**config.mk**
```make
export PLATFORM = sky130hd
export DESIGN_NAME = byte_level_token_text_decoder_unit
export DESIGN_NICKNAME = d
export VERILOG_FILES = /design/src/rtl/btd_pkg.sv /design/src/rtl/btd_front.sv /design/src/rtl/btd_queue.sv /design/src/rtl/btd_back.sv /design/src/rtl/byte_level_token_text_decoder_unit.sv
export SDC_FILE = /design/constraint.sdc
export NUM_CORES = 1
export LEC_CHECK = 0
export BUFFER_PORTS_ARGS = -buffer_cell sky130_fd_sc_hd__clkbuf_2
export CAP_MARGIN = 0
export CELL_PAD_IN_SITES_DETAIL_PLACEMENT = 1
export CELL_PAD_IN_SITES_GLOBAL_PLACEMENT = 1
export CORE_ASPECT_RATIO = 0.8
export CORE_MARGIN = 2
export CORE_UTILIZATION = 39
export DETAILED_ROUTE_END_ITERATION = 8
export PLACE_DENSITY_LB_ADDON = 0.15
export SLEW_MARGIN = 40
export SYNTH_ARGS = -nofsm -noshare
export SYNTH_HDL_FRONTEND = slang
export SYNTH_SLANG_ARGS = --single-unit
```
**constraint.sdc**
```tcl
create_clock -name aclk -period 4.4 [get_ports aclk]
set_input_delay 0.22 -clock aclk [delete_from_list [all_inputs] [get_ports aclk]]
set_output_delay 0.22 -clock aclk [all_outputs]
set_load 0.02 [all_outputs]
```
**src/rtl/btd_pkg.sv**
```systemverilog
// Shared types, status codes and helper functions for the byte-level token text decoder.
// Used by the front decoder, the entry queue, the byte expander and the top level.
package btd_pkg;

    localparam int unsigned CodeWidth = 21;
    localparam logic [CodeWidth-1:0] CodeMax = 21'h10ffff;

    typedef enum logic [1:0] {
        ST_OK        = 2'd0,
        ST_MALFORMED = 2'd1,
        ST_RANGE     = 2'd2
    } status_t;

    // A queued result group: one to four output bytes, or one error result.
    typedef struct packed {
        status_t              status;
        logic [1:0]           cnt;
        logic [CodeWidth-1:0] code;
    } entry_t;

    typedef struct packed {
        logic       mapped;
        logic [7:0] value;
    } map_t;

    function automatic map_t code_to_byte(input logic [CodeWidth-1:0] cp);
        map_t       res;
        logic [8:0] shifted;
        shifted = cp[8:0] - 9'd162;
        res.mapped = 1'b1;
        res.value = cp[7:0];
        if ((cp >= 21'd33 && cp <= 21'd126) || (cp >= 21'd161 && cp <= 21'd172) ||
            (cp >= 21'd174 && cp <= 21'd288)) begin
            res.value = cp[7:0];
        end else if (cp >= 21'd289 && cp <= 21'd322) begin
            res.value = shifted[7:0];
        end else if (cp == 21'd323) begin
            res.value = 8'd173;
        end else begin
            res.mapped = 1'b0;
            res.value = 8'd0;
        end
        return res;
    endfunction

    function automatic logic [1:0] utf8_extra(input logic [CodeWidth-1:0] cp);
        logic [1:0] n;
        if (cp <= 21'h7f) begin
            n = 2'd0;
        end else if (cp <= 21'h7ff) begin
            n = 2'd1;
        end else if (cp <= 21'hffff) begin
            n = 2'd2;
        end else begin
            n = 2'd3;
        end
        return n;
    endfunction

    function automatic logic [7:0] entry_byte(input entry_t e, input logic [1:0] idx);
        logic [7:0] b;
        b = 8'd0;
        case (e.cnt)
            2'd0: begin
                b = e.code[7:0];
            end
            2'd1: begin
                case (idx)
                    2'd0:    b = {3'b110, e.code[10:6]};
                    default: b = {2'b10, e.code[5:0]};
                endcase
            end
            2'd2: begin
                case (idx)
                    2'd0:    b = {4'b1110, e.code[15:12]};
                    2'd1:    b = {2'b10, e.code[11:6]};
                    default: b = {2'b10, e.code[5:0]};
                endcase
            end
            default: begin
                case (idx)
                    2'd0:    b = {5'b11110, e.code[20:18]};
                    2'd1:    b = {2'b10, e.code[17:12]};
                    2'd2:    b = {2'b10, e.code[11:6]};
                    default: b = {2'b10, e.code[5:0]};
                endcase
            end
        endcase
        return b;
    endfunction

endpackage

```
**src/rtl/btd_front.sv**
```systemverilog
// Front stage: accepts text bytes, tracks UTF-8 sequence state and classifies each codepoint.
// Depends on btd_pkg; pushes one entry per result group into the entry queue.
module btd_front import btd_pkg::*; (
    input  logic       aclk,
    input  logic       aresetn,
    input  logic       drop_special,
    input  logic       s_valid,
    output logic       s_ready,
    input  logic [7:0] s_piece_byte,
    input  logic       s_piece_last,
    input  logic       s_token_special,
    input  logic       q_space,
    output logic       push_valid,
    output entry_t     push_entry
);

    logic [CodeWidth-1:0] acc_reg, acc_next;
    logic [1:0]           rem_reg, rem_next;
    logic                 discard_reg, discard_next;

    logic                 accept;
    logic [CodeWidth-1:0] acc_new;
    logic [1:0]           rem_new;
    logic                 err;
    logic                 done;
    map_t                 map;

    assign s_ready = q_space;
    assign accept  = s_valid & q_space;
    assign map     = code_to_byte(acc_new);

    always_comb begin
        acc_next     = acc_reg;
        rem_next     = rem_reg;
        discard_next = discard_reg;
        acc_new      = acc_reg;
        rem_new      = rem_reg;
        err          = 1'b0;
        done         = 1'b0;
        push_valid   = 1'b0;
        push_entry   = '{status: ST_OK, cnt: 2'd0, code: '0};
        if (accept) begin
            if (drop_special && s_token_special) begin
                if (s_piece_last) begin
                    acc_next     = '0;
                    rem_next     = 2'd0;
                    discard_next = 1'b0;
                end
            end else if (discard_reg) begin
                if (s_piece_last) begin
                    discard_next = 1'b0;
                end
            end else begin
                if (rem_reg == 2'd0) begin
                    if (s_piece_byte[7] == 1'b0) begin
                        acc_new = {14'd0, s_piece_byte[6:0]};
                        done    = 1'b1;
                    end else if (s_piece_byte[7:5] == 3'b110) begin
                        acc_new = {16'd0, s_piece_byte[4:0]};
                        rem_new = 2'd1;
                    end else if (s_piece_byte[7:4] == 4'b1110) begin
                        acc_new = {17'd0, s_piece_byte[3:0]};
                        rem_new = 2'd2;
                    end else if (s_piece_byte[7:3] == 5'b11110) begin
                        acc_new = {18'd0, s_piece_byte[2:0]};
                        rem_new = 2'd3;
                    end else begin
                        err = 1'b1;
                    end
                end else if (s_piece_byte[7:6] != 2'b10) begin
                    err = 1'b1;
                end else begin
                    acc_new = {acc_reg[CodeWidth-7:0], s_piece_byte[5:0]};
                    rem_new = rem_reg - 2'd1;
                    done    = (rem_reg == 2'd1);
                end

                if (!err && !done && s_piece_last) begin
                    err = 1'b1;
                end

                if (err) begin
                    push_valid        = 1'b1;
                    push_entry.status = ST_MALFORMED;
                end else if (done) begin
                    push_valid = 1'b1;
                    if (acc_new > CodeMax) begin
                        err               = 1'b1;
                        push_entry.status = ST_RANGE;
                    end else if (map.mapped) begin
                        push_entry.code = {13'd0, map.value};
                    end else begin
                        push_entry.cnt  = utf8_extra(acc_new);
                        push_entry.code = acc_new;
                    end
                end

                if (err) begin
                    acc_next     = '0;
                    rem_next     = 2'd0;
                    discard_next = !s_piece_last;
                end else if (done) begin
                    acc_next = '0;
                    rem_next = 2'd0;
                end else begin
                    acc_next = acc_new;
                    rem_next = rem_new;
                end
            end
        end
    end

    always_ff @(posedge aclk) begin
        if (!aresetn) begin
            acc_reg     <= '0;
            rem_reg     <= 2'd0;
            discard_reg <= 1'b0;
        end else begin
            acc_reg     <= acc_next;
            rem_reg     <= rem_next;
            discard_reg <= discard_next;
        end
    end

endmodule

```
**src/rtl/btd_queue.sv**
```systemverilog
// Short entry queue between the front decoder and the byte expander.
// Depends on btd_pkg for the entry type.
module btd_queue import btd_pkg::*; #(
    parameter int unsigned DEPTH = 4
) (
    input  logic   aclk,
    input  logic   aresetn,
    input  logic   push,
    input  entry_t push_entry,
    output logic   space,
    input  logic   pop,
    output logic   head_valid,
    output entry_t head_entry
);

    localparam int unsigned AW = (DEPTH > 1) ? $clog2(DEPTH) : 1;
    localparam int unsigned CW = $clog2(DEPTH + 1);
    localparam logic [AW-1:0] LastIdx = AW'(DEPTH - 1);
    localparam logic [CW-1:0] Full = CW'(DEPTH);

    entry_t          mem [DEPTH];
    logic [AW-1:0]   wr_reg, wr_next;
    logic [AW-1:0]   rd_reg, rd_next;
    logic [CW-1:0]   cnt_reg, cnt_next;

    assign space      = (cnt_reg != Full);
    assign head_valid = (cnt_reg != '0);
    assign head_entry = mem[rd_reg];

    always_comb begin
        wr_next  = wr_reg;
        rd_next  = rd_reg;
        cnt_next = cnt_reg;
        if (push) begin
            wr_next = (wr_reg == LastIdx) ? '0 : wr_reg + AW'(1);
        end
        if (pop) begin
            rd_next = (rd_reg == LastIdx) ? '0 : rd_reg + AW'(1);
        end
        if (push && !pop) begin
            cnt_next = cnt_reg + CW'(1);
        end else if (pop && !push) begin
            cnt_next = cnt_reg - CW'(1);
        end
    end

    always_ff @(posedge aclk) begin
        if (push) begin
            mem[wr_reg] <= push_entry;
        end
    end

    always_ff @(posedge aclk) begin
        if (!aresetn) begin
            wr_reg  <= '0;
            rd_reg  <= '0;
            cnt_reg <= '0;
        end else begin
            wr_reg  <= wr_next;
            rd_reg  <= rd_next;
            cnt_reg <= cnt_next;
        end
    end

endmodule

```
**src/rtl/btd_back.sv**
```systemverilog
// Back stage: expands each queued entry into one to four result transactions.
// Depends on btd_pkg; drives the registered result channel.
module btd_back import btd_pkg::*; (
    input  logic       aclk,
    input  logic       aresetn,
    input  logic       head_valid,
    input  entry_t     head_entry,
    output logic       pop,
    output logic       m_valid,
    input  logic       m_ready,
    output logic [7:0] m_out_byte,
    output logic [1:0] m_status,
    output logic       m_last
);

    logic [1:0] idx_reg, idx_next;
    logic       valid_reg, valid_next;
    logic [7:0] byte_reg;
    status_t    status_reg;
    logic       last_reg;
    logic       load;
    logic       final_byte;

    assign load       = head_valid && (!valid_reg || m_ready);
    assign final_byte = (idx_reg == head_entry.cnt);
    assign pop        = load && final_byte;

    assign m_valid    = valid_reg;
    assign m_out_byte = byte_reg;
    assign m_status   = status_reg;
    assign m_last     = last_reg;

    always_comb begin
        idx_next   = idx_reg;
        valid_next = valid_reg;
        if (load) begin
            valid_next = 1'b1;
            idx_next   = final_byte ? 2'd0 : idx_reg + 2'd1;
        end else if (m_ready) begin
            valid_next = 1'b0;
        end
    end

    always_ff @(posedge aclk) begin
        if (load) begin
            byte_reg   <= entry_byte(head_entry, idx_reg);
            status_reg <= head_entry.status;
            last_reg   <= final_byte;
        end
    end

    always_ff @(posedge aclk) begin
        if (!aresetn) begin
            idx_reg   <= 2'd0;
            valid_reg <= 1'b0;
        end else begin
            idx_reg   <= idx_next;
            valid_reg <= valid_next;
        end
    end

endmodule

```
**src/rtl/byte_level_token_text_decoder_unit.sv**
```systemverilog
// An input byte's result is written into the entry queue and then loaded into the output register before it leaves.
// Throughput: one input byte per cycle; the output register delivers one result byte per cycle while m_ready is high,
// so a codepoint re-encoded as n bytes holds the expander until all n bytes are out while the queue absorbs input.
// Input is stalled only when the entry queue of QUEUE_DEPTH entries is full.
// Reset (aresetn low, synchronous) clears the sequence state, the queue and the output valid flag,
// and turns off the dropping of special-token bytes.
module byte_level_token_text_decoder_unit import btd_pkg::*; #(
    parameter int unsigned QUEUE_DEPTH = 4
) (
    input  logic       aclk,
    input  logic       aresetn,
    input  logic       cfg_wr_en,
    input  logic       cfg_wr_data,
    input  logic       s_valid,
    output logic       s_ready,
    input  logic [7:0] s_piece_byte,
    input  logic       s_piece_last,
    input  logic       s_token_special,
    output logic       m_valid,
    input  logic       m_ready,
    output logic [7:0] m_out_byte,
    output logic [1:0] m_status,
    output logic       m_last
);

    logic   skip_reg;
    logic   q_space;
    logic   push_valid;
    entry_t push_entry;
    logic   pop;
    logic   head_valid;
    entry_t head_entry;

    always_ff @(posedge aclk) begin
        if (!aresetn) begin
            skip_reg <= 1'b0;
        end else if (cfg_wr_en) begin
            skip_reg <= cfg_wr_data;
        end
    end

    btd_front u_front (
        .aclk            (aclk),
        .aresetn         (aresetn),
        .drop_special    (skip_reg),
        .s_valid         (s_valid),
        .s_ready         (s_ready),
        .s_piece_byte    (s_piece_byte),
        .s_piece_last    (s_piece_last),
        .s_token_special (s_token_special),
        .q_space         (q_space),
        .push_valid      (push_valid),
        .push_entry      (push_entry)
    );

    btd_queue #(
        .DEPTH (QUEUE_DEPTH)
    ) u_queue (
        .aclk       (aclk),
        .aresetn    (aresetn),
        .push       (push_valid),
        .push_entry (push_entry),
        .space      (q_space),
        .pop        (pop),
        .head_valid (head_valid),
        .head_entry (head_entry)
    );

    btd_back u_back (
        .aclk       (aclk),
        .aresetn    (aresetn),
        .head_valid (head_valid),
        .head_entry (head_entry),
        .pop        (pop),
        .m_valid    (m_valid),
        .m_ready    (m_ready),
        .m_out_byte (m_out_byte),
        .m_status   (m_status),
        .m_last     (m_last)
    );

endmodule
```
==> results of run 1 <==
[synth_stat cells (5+ instances only)]
cell                       number  area share [%]
sky130_fd_sc_hd__or3_1          6            0.49
sky130_fd_sc_hd__a32oi_1        7            0.80
sky130_fd_sc_hd__edfxtp_1     111              44
sky130_fd_sc_hd__nor2_1        37             1.8
sky130_fd_sc_hd__a22oi_1       26             2.6
sky130_fd_sc_hd__dfxtp_1       37             9.7
sky130_fd_sc_hd__a21oi_1       31             2.0
sky130_fd_sc_hd__nor3_1        12            0.79
sky130_fd_sc_hd__clkbuf_1      19            0.94
sky130_fd_sc_hd__nand2b_1       6            0.49
sky130_fd_sc_hd__nand3_1       14            0.92
sky130_fd_sc_hd__nand2_1       49             2.4
sky130_fd_sc_hd__a211oi_1       6            0.59
sky130_fd_sc_hd__nor2b_1       26             2.1
sky130_fd_sc_hd__ha_1          17             2.8
sky130_fd_sc_hd__buf_2          5            0.33
sky130_fd_sc_hd__mux2i_1       13             1.7
sky130_fd_sc_hd__mux4_2        25             7.4
sky130_fd_sc_hd__a32o_1         5            0.66
sky130_fd_sc_hd__inv_1         19            0.94
sky130_fd_sc_hd__o21ai_0       20             1.3
sky130_fd_sc_hd__xnor2_1        5            0.57
sky130_fd_sc_hd__and2_1        17             1.4
[power by group]
group	internal (W)	total, W	leakage, nW	switching (W)
Sequential	0.00171	0.00178	1.39	0.0000735
Clock	0.000867	0.00147	0.302	0.000600
Combinational	0.000563	0.00147	1.41	0.000912
[worst max-delay path by stage]
stage,end,cells after the start
2_1_floorplan,u_queue.mem[0][3]$_DFFE_PP_,14
3_3_place_gp,u_queue.mem[0][21]$_DFFE_PP_,11
3_5_place_dp,u_queue.mem[0][21]$_DFFE_PP_,13
4_1_cts,u_queue.mem[2][21]$_DFFE_PP_,11
5_1_grt,u_queue.mem[3][22]$_DFFE_PP_,13
6_report,u_queue.mem[3][22]$_DFFE_PP_,13
[layout make-up]
| class | count | area (um2) |
|---|---|---|
| Fill cell | 1997 | 10300 |
| Sequential cell | 148 | 4080 |
| Multi-Input combinational cell | 424 | 3340 |
| Clock buffer | 23 | 532 |
| Timing Repair Buffer | 59 | 373 |
| Tap cell | 258 | 323 |
| Clock inverter | 9 | 77.6 |
| Inverter | 19 | 71.3 |
[logic make-up (layout without fill, tap and decap cells)]
kind of cell / Yosys count / count (layout) / share of synthesized area (%)
buffers and inverters: 53 / 110 / 3.14
AND/OR/NAND/NOR: 200 / 200 / 14.3
AO/OA/AOI/OAI: 159 / 159 / 15.8
XOR/XNOR: 6 / 6 / 0.690
adder cells (fa/ha/maj): 18 / 18 / 3.05
multiplexers: 41 / 41 / 9.57
flip-flops: 148 / 148 / 53.5
[placed cells by master, fill, tap and decap left out, drive strengths merged, types with 4 or more instances in the layout]
cell / n
a211oi: 7
a21boi: 6
a21oi: 32
a221oi: 4
a22o: 4
a22oi: 26
a32o: 5
a32oi: 7
and2: 17
buf: 31
clkbuf: 51
clkinv: 4
dfxtp: 37
edfxtp: 111
ha: 17
inv: 24
mux2i: 14
mux4: 25
nand2: 49
nand2b: 6
nand3: 14
nor2: 39
nor2b: 26
nor3: 13
nor4: 4
o211ai: 4
o21ai: 24
or3: 6
xnor2: 5
[metal layers]
layer | vias to the layer above | track usage [%]
li1 | 2513 | -
met1 | 2790 | 29.3
met2 | 107 | 36.1
met3 | 22 | 3.71
met4 | 0 | 6.78
met5 | - | 0
[through the flow]
stage / cells / setup WS, ps / hold WS (ps) / util (%) / instance area, um2
after floorplan: 625 / 942 / 348 / - / 7620
after global placement: 907 / 270 / 466 / 42.7 / 8150
after detailed placement: 907 / 180 / 486 / 42.8 / 8160
after CTS: 939 / 151 / 36.1 / 45.9 / 8770
after global routing: 940 / 8.59 / 64.5 / 46.1 / 8790
final: 940 / 302 / 53.3 / 46.1 / 8790
[worst register-to-register path, stage by stage (launching register included)]
cell	delay (ps)
sky130_fd_sc_hd__dfxtp_1	540
sky130_fd_sc_hd__o21ai_0	230
sky130_fd_sc_hd__a21boi_4	200
sky130_fd_sc_hd__nor3_4	240
sky130_fd_sc_hd__mux2_2	430
sky130_fd_sc_hd__inv_1	120
sky130_fd_sc_hd__ha_1	260
sky130_fd_sc_hd__a31oi_1	160
sky130_fd_sc_hd__nor4b_2	340
sky130_fd_sc_hd__o221ai_1	270
sky130_fd_sc_hd__a21oi_4	330
sky130_fd_sc_hd__nand4_2	130
sky130_fd_sc_hd__buf_4	220
sky130_fd_sc_hd__a21oi_1	380
[timing repair]
action	4_1_cts	5_1_grt
setup buffers	0	1
gates resized for setup	0	4
endpoints found under the setup margin	0	48
==> flow_summary.yaml, run 1 <==
detailed_routing:
  drt-initial-drc-count: 429
  topRoutingLayerUsed: "met4"
  postRouteWirelength_um: 21300
  ant_nets: 0
  dr.pass1.iters: 5
  vias: 5432
  via_per_instance_ratio: 5.78
  wl_met2_um: 10200
  met3_wirelength_um: 721
  met1_wire_length_um: 10000
  wl_per_cell_um: 22.7
  route.detailed.drc: 0
sta:
  grt_setup_unrepaired: "false"
  tightestPinTransition_ps: 774
  slew-limit-headroom_pct: 48.4
  min_period_over_period_pct: 93.1
  timing.final.crit_period_ps: 4100
  drv_slew: 0
  worst_skew_ps: 8.40
  report.final.setup_viol: 0
  hold_viol_final: 0
  timing.setup.tns_ps: 0
  max_freq_mhz: 244
floorplanning:
  floorplan.rows: 45
  core-area_mm2: 0.0191
  die_h_um: 129
  initial_utilization_pct: 39.9
  die_width_um: 160
  num_io_pins: 29
  floorplan.die_area_mm2: 0.0207
setup_path:
  worst-endpoint-arrival_ps: 4280
  crit-reg2reg-launch: "u_front.rem_reg[0]$_SDFFE_PN0P_"
  cp_data_required_time_ps: 4580
  critical_path.top_delay_family: "compound AO/OA/AOI/OAI gates"
  critical-path-slowest-cell: "sky130_fd_sc_hd__dfxtp_1"
  worst_setup_path_end_kind: "flip-flop"
  max_stage_delay_ps: 540
  worst-r2r-setup-slack_ps: 300
  crit_path_start_kind: "flip-flop"
  timing.critical_path.cells: "o21ai_0, a21boi_4, nor3_4, mux2_2, inv_1, ha_1, a31oi_1, nor4b_2, o221ai_1, a21oi_4, nand4_2, buf_4, a21oi_1"
  timing_worst_setup_path_type: "flip-flop to flip-flop"
  terminus_of_the_critical_flop_to_flop_path: "u_queue.mem[3][22]$_DFFE_PP_"
  worst-path-max-fanout: 15
  worstRegToRegCells: 13
  worstSetupStartpoint: "u_front.rem_reg[0]$_SDFFE_PN0P_"
  path_buf_inv: 2
clocking:
  clock_latency_ps: 430
  ctsRootBufferMaster: "sky130_fd_sc_hd__clkbuf_16"
  clkSinkCount: 148
  cts_tree: "yes"
  cts.htree.levels: 4
  cts_inserted_buffers: 17
  clock_path_buffers: 2
  hold_buffers: 0
  cts.reportedPaths.clkPinSlew_ps: 60
yosys:
  post_synth_inst_count: 625
  number_of_enable_type_register_cells_in_the_synthesized_netlist: 111
  synth_warn: 0
  synth_async_sr_flop_share_pct: 0
  synth_ff_type: "sky130_fd_sc_hd__edfxtp_1"
  syn_area_per_cell_um2: 12.2
  synth.cell_area_mm2: 0.00762
  synth_sequential_area_ratio_pct: 53.5
  nets_in_the_synthesized_netlist: 659
  netlist-cell-type-count: 84
  ys_ff_latch: 148
pwr:
  post-layout-total-power_w: 0.00472
  lkg_pwr_nw: 3.10
  peakVddDrop_uv: 254
  areal_power_density_over_the_cells_mw_per_mm2: 537
min_path:
  holdCritStartpoint: "cfg_wr_data"
  worstHoldPathCells: 3
  whs_endpoint: "skip_reg$_SDFFE_PN0P_"
  hold_path_class: "input port to flip-flop"
run:
  maxCapViolCount: 0
global_routing:
  global_route.overflow_total: 0
  grt_antenna_before_repair: 0
  grt_max_degree: 36
  grt_use_total_pct: 21.6
  via_count_of_the_first_global_routing_pass: 5685
  grt_first_pass_wirelength_um: 33800
layout:
  areaGrowthSynthToFinish_pct: 15.4
  largest_register_ff_count: 100
  final_layout_size_suffix_gt1_share_pct: 20.7
  antennaDiodeCount: 0
  nNetsFinal: 703
placement:
  gpl.final_weighted_congestion: 0.894
  placement.io_buffers: 28
  place.detailed.hpwl_um: 14800
outcome:
  status: "finished clean"
Power figures use the tool's default switching activity.
==> run 2, diff against run 1 <==
--- a/config.mk
+++ b/config.mk
@@ -13,7 +13,8 @@
 export CORE_MARGIN = 2
 export CORE_UTILIZATION = 39
 export DETAILED_ROUTE_END_ITERATION = 8
-export PLACE_DENSITY_LB_ADDON = 0.15
+export PLACE_DENSITY_LB_ADDON = 0.12
+export SKIP_LAST_GASP = 1
 export SLEW_MARGIN = 40
 export SYNTH_ARGS = -nofsm -noshare
 export SYNTH_HDL_FRONTEND = slang
==> flow_summary.yaml, run 2 (same netlist as run 1, synthesis figures left out) <==
floorplanning:
  floorplan.die_area_mm2: 0.0207
  floorplan.rows: 45
  core-area_mm2: 0.0191
  initial_utilization_pct: 39.9
  die_width_um: 160
  die_h_um: 129
  num_io_pins: 29
clocking:
  clkSinkCount: 148
  clock_latency_ps: 420
  clock_path_buffers: 2
  hold_buffers: 0
  cts.htree.levels: 4
  cts.reportedPaths.clkPinSlew_ps: 70
  postCtsResizedCells: 0
  cts_tree: "yes"
  ctsRootBufferMaster: "sky130_fd_sc_hd__clkbuf_16"
  cts_inserted_buffers: 17
  cts_post_setup_buffers_inserted: 0
detailed_routing:
  vias: 5497
  wl_per_cell_um: 22.4
  postRouteWirelength_um: 21000
  dr.pass1.iters: 5
  via_per_instance_ratio: 5.87
  ant_nets: 0
  route.detailed.drc: 0
  drt-initial-drc-count: 375
pwr:
  areal_power_density_over_the_cells_mw_per_mm2: 533
  swShare_pct: 34.1
  post-layout-total-power_w: 0.00466
  clock_power_share_pct: 30.2
  seqPwrFrac_pct: 38.3
  cellInternalPower_w: 0.00307
  switching_power_w: 0.00159
  share_comb_of_total_power_pct: 31.5
  lkg_pwr_nw: 3.08
  peakVddDrop_uv: 313
setup_path:
  terminus_of_the_critical_flop_to_flop_path: "u_queue.mem[2][22]$_DFFE_PP_"
  worst-r2r-setup-slack_ps: 290
  max_stage_delay_ps: 550
  cp_data_required_time_ps: 4600
  worst-endpoint-arrival_ps: 4320
  timing_worst_setup_path_type: "flip-flop to flip-flop"
  crit-reg2reg-launch: "u_queue.cnt_reg[0]$_SDFFE_PN0P_"
  worst-path-max-fanout: 15
  timing.critical_path.cells: "or3b_1, and4b_2, and4_1, o211ai_1, nor4_1, nor4b_2, o221ai_1, a21oi_4, nand4_2, buf_4, a21oi_1"
  worst_setup_path_end_kind: "flip-flop"
  critical-path-slowest-cell: "sky130_fd_sc_hd__or3b_1"
  crit_path_start_kind: "flip-flop"
  worstRegToRegCells: 11
layout:
  largest_register_ff_count: 100
  most_frequent_cells_in_the_layout: "111 x sky130_fd_sc_hd__edfxtp_1, 49 x sky130_fd_sc_hd__nand2_1, 37 x sky130_fd_sc_hd__nor2_1, 36 x sky130_fd_sc_hd__dfxtp_1, 31 x sky130_fd_sc_hd__a21oi_1"
  areaGrowthSynthToFinish_pct: 14.8
  layout.cells.most_common: "sky130_fd_sc_hd__edfxtp_1"
  antennaDiodeCount: 0
  final_area_mm2: 0.00875
  layout.cells.non_filler: 937
  nNetsFinal: 700
  final_layout_size_suffix_gt1_share_pct: 20.6
global_routing:
  via_count_of_the_first_global_routing_pass: 5642
  global_route.overflow_total: 0
  grt_first_pass_wirelength_um: 33200
  grt_max_degree: 36
  grt_antenna_before_repair: 0
  grt_use_total_pct: 21.3
min_path:
  hold_path_class: "input port to flip-flop"
  worstHoldPathCells: 4
  holdCritStartpoint: "m_ready"
  whs_endpoint: "u_back.m_valid$_SDFFE_PN0P_"
sta:
  report.final.setup_viol: 0
  timing.setup.tns_ps: 0
  slew-limit-headroom_pct: 48.2
  hold_viol_final: 0
  setup_slack_ps: 285
  drv_slew: 0
  grt_setup_unrepaired: "false"
  min_period_over_period_pct: 93.5
  timing.final.crit_period_ps: 4110
  worst_skew_ps: 13.0
  max_freq_mhz: 243
  tightestPinTransition_ps: 777
placement:
  placement.io_buffers: 28
  pre_cts_ws_ps: 99.2
  placed_cell_area_mm2: 0.00815
  placed_cells: 905
  gpl.final_weighted_congestion: 0.878
  place.detailed.hpwl_um: 15000
outcome:
  status: "finished clean"
run:
  maxCapViolCount: 0
run 2: cell count changes in the layout (fill, tap and decap cells not counted), sizes merged:
cell      previous run  this run
buf                 31        28
clkbuf              51        49
clkinv               4         0
clkinvlp             0         1
inv                 24        29
run 2: cell type report:
| type | instances | area [um2] |
|---|---|---|
| flip-flops and latches | 148 | 4080 |
| multi-input cells | 424 | 3360 |
| inverters | 19 | 71.3 |
| repair buffers | 56 | 350 |
| fillers | 2023 | 10300 |
| clock buffers | 21 | 482 |
| clock inverters | 11 | 85.1 |
| well taps | 258 | 323 |
run 2: worst max-delay path by stage:
stage | startpoint | depth (start not counted) | to | slack [ps]
after global placement | u_queue.cnt_reg[0]$_SDFFE_PN0P_ | 11 | u_queue.mem[0][22]$_DFFE_PP_ | 100
after global routing | u_front.rem_reg[0]$_SDFFE_PN0P_ | 12 | u_queue.mem[0][6]$_DFFE_PP_ | 30
after detailed placement | u_queue.cnt_reg[0]$_SDFFE_PN0P_ | 11 | u_queue.mem[1][2]$_DFFE_PP_ | 100
after floorplan | u_queue.cnt_reg[0]$_SDFFE_PN0P_ | 14 | u_queue.mem[0][3]$_DFFE_PP_ | 940
final | u_queue.cnt_reg[0]$_SDFFE_PN0P_ | 11 | u_queue.mem[2][22]$_DFFE_PP_ | 290
after CTS | u_queue.cnt_reg[0]$_SDFFE_PN0P_ | 11 | u_queue.mem[0][2]$_DFFE_PP_ | 50
run 2: power by group through the flow:
stage               combinational (W)  clock, W  sequential (W)
CTS                           0.00147   0.00144         0.00179
global route                  0.00160   0.00150         0.00180
floorplan                    0.000961         0         0.00186
detailed placement            0.00146         0         0.00182
finish                        0.00147   0.00141         0.00179
global placement              0.00142         0         0.00181
run 2: routing by layer:
metal	global-route usage [%]	vias to the layer above	routed length [um]
met1	29.2	2812	9910
met5	0	-	0
met2	35.0	143	9980
li1	-	2517	-
met4	6.89	0	387
met3	3.62	25	749
run 2: worst max-delay path, delay by kind of cell, from the launching register on:
family / cells / cell delay, ps
simple gates: 6 / 1850
compound gates: 4 / 1420
buf+inv: 1 / 240
flops: 1 / 370
run 2: metrics by stage:
| step | hold WS [ps] | util [%] |
|---|---|---|
| floorplan | 348 | - |
| global placement | 469 | 42.6 |
| detailed placement | 484 | 42.7 |
| CTS | 54.5 | 45.7 |
| global route | 91.7 | 45.8 |
| finish | 69.3 | 45.8 |
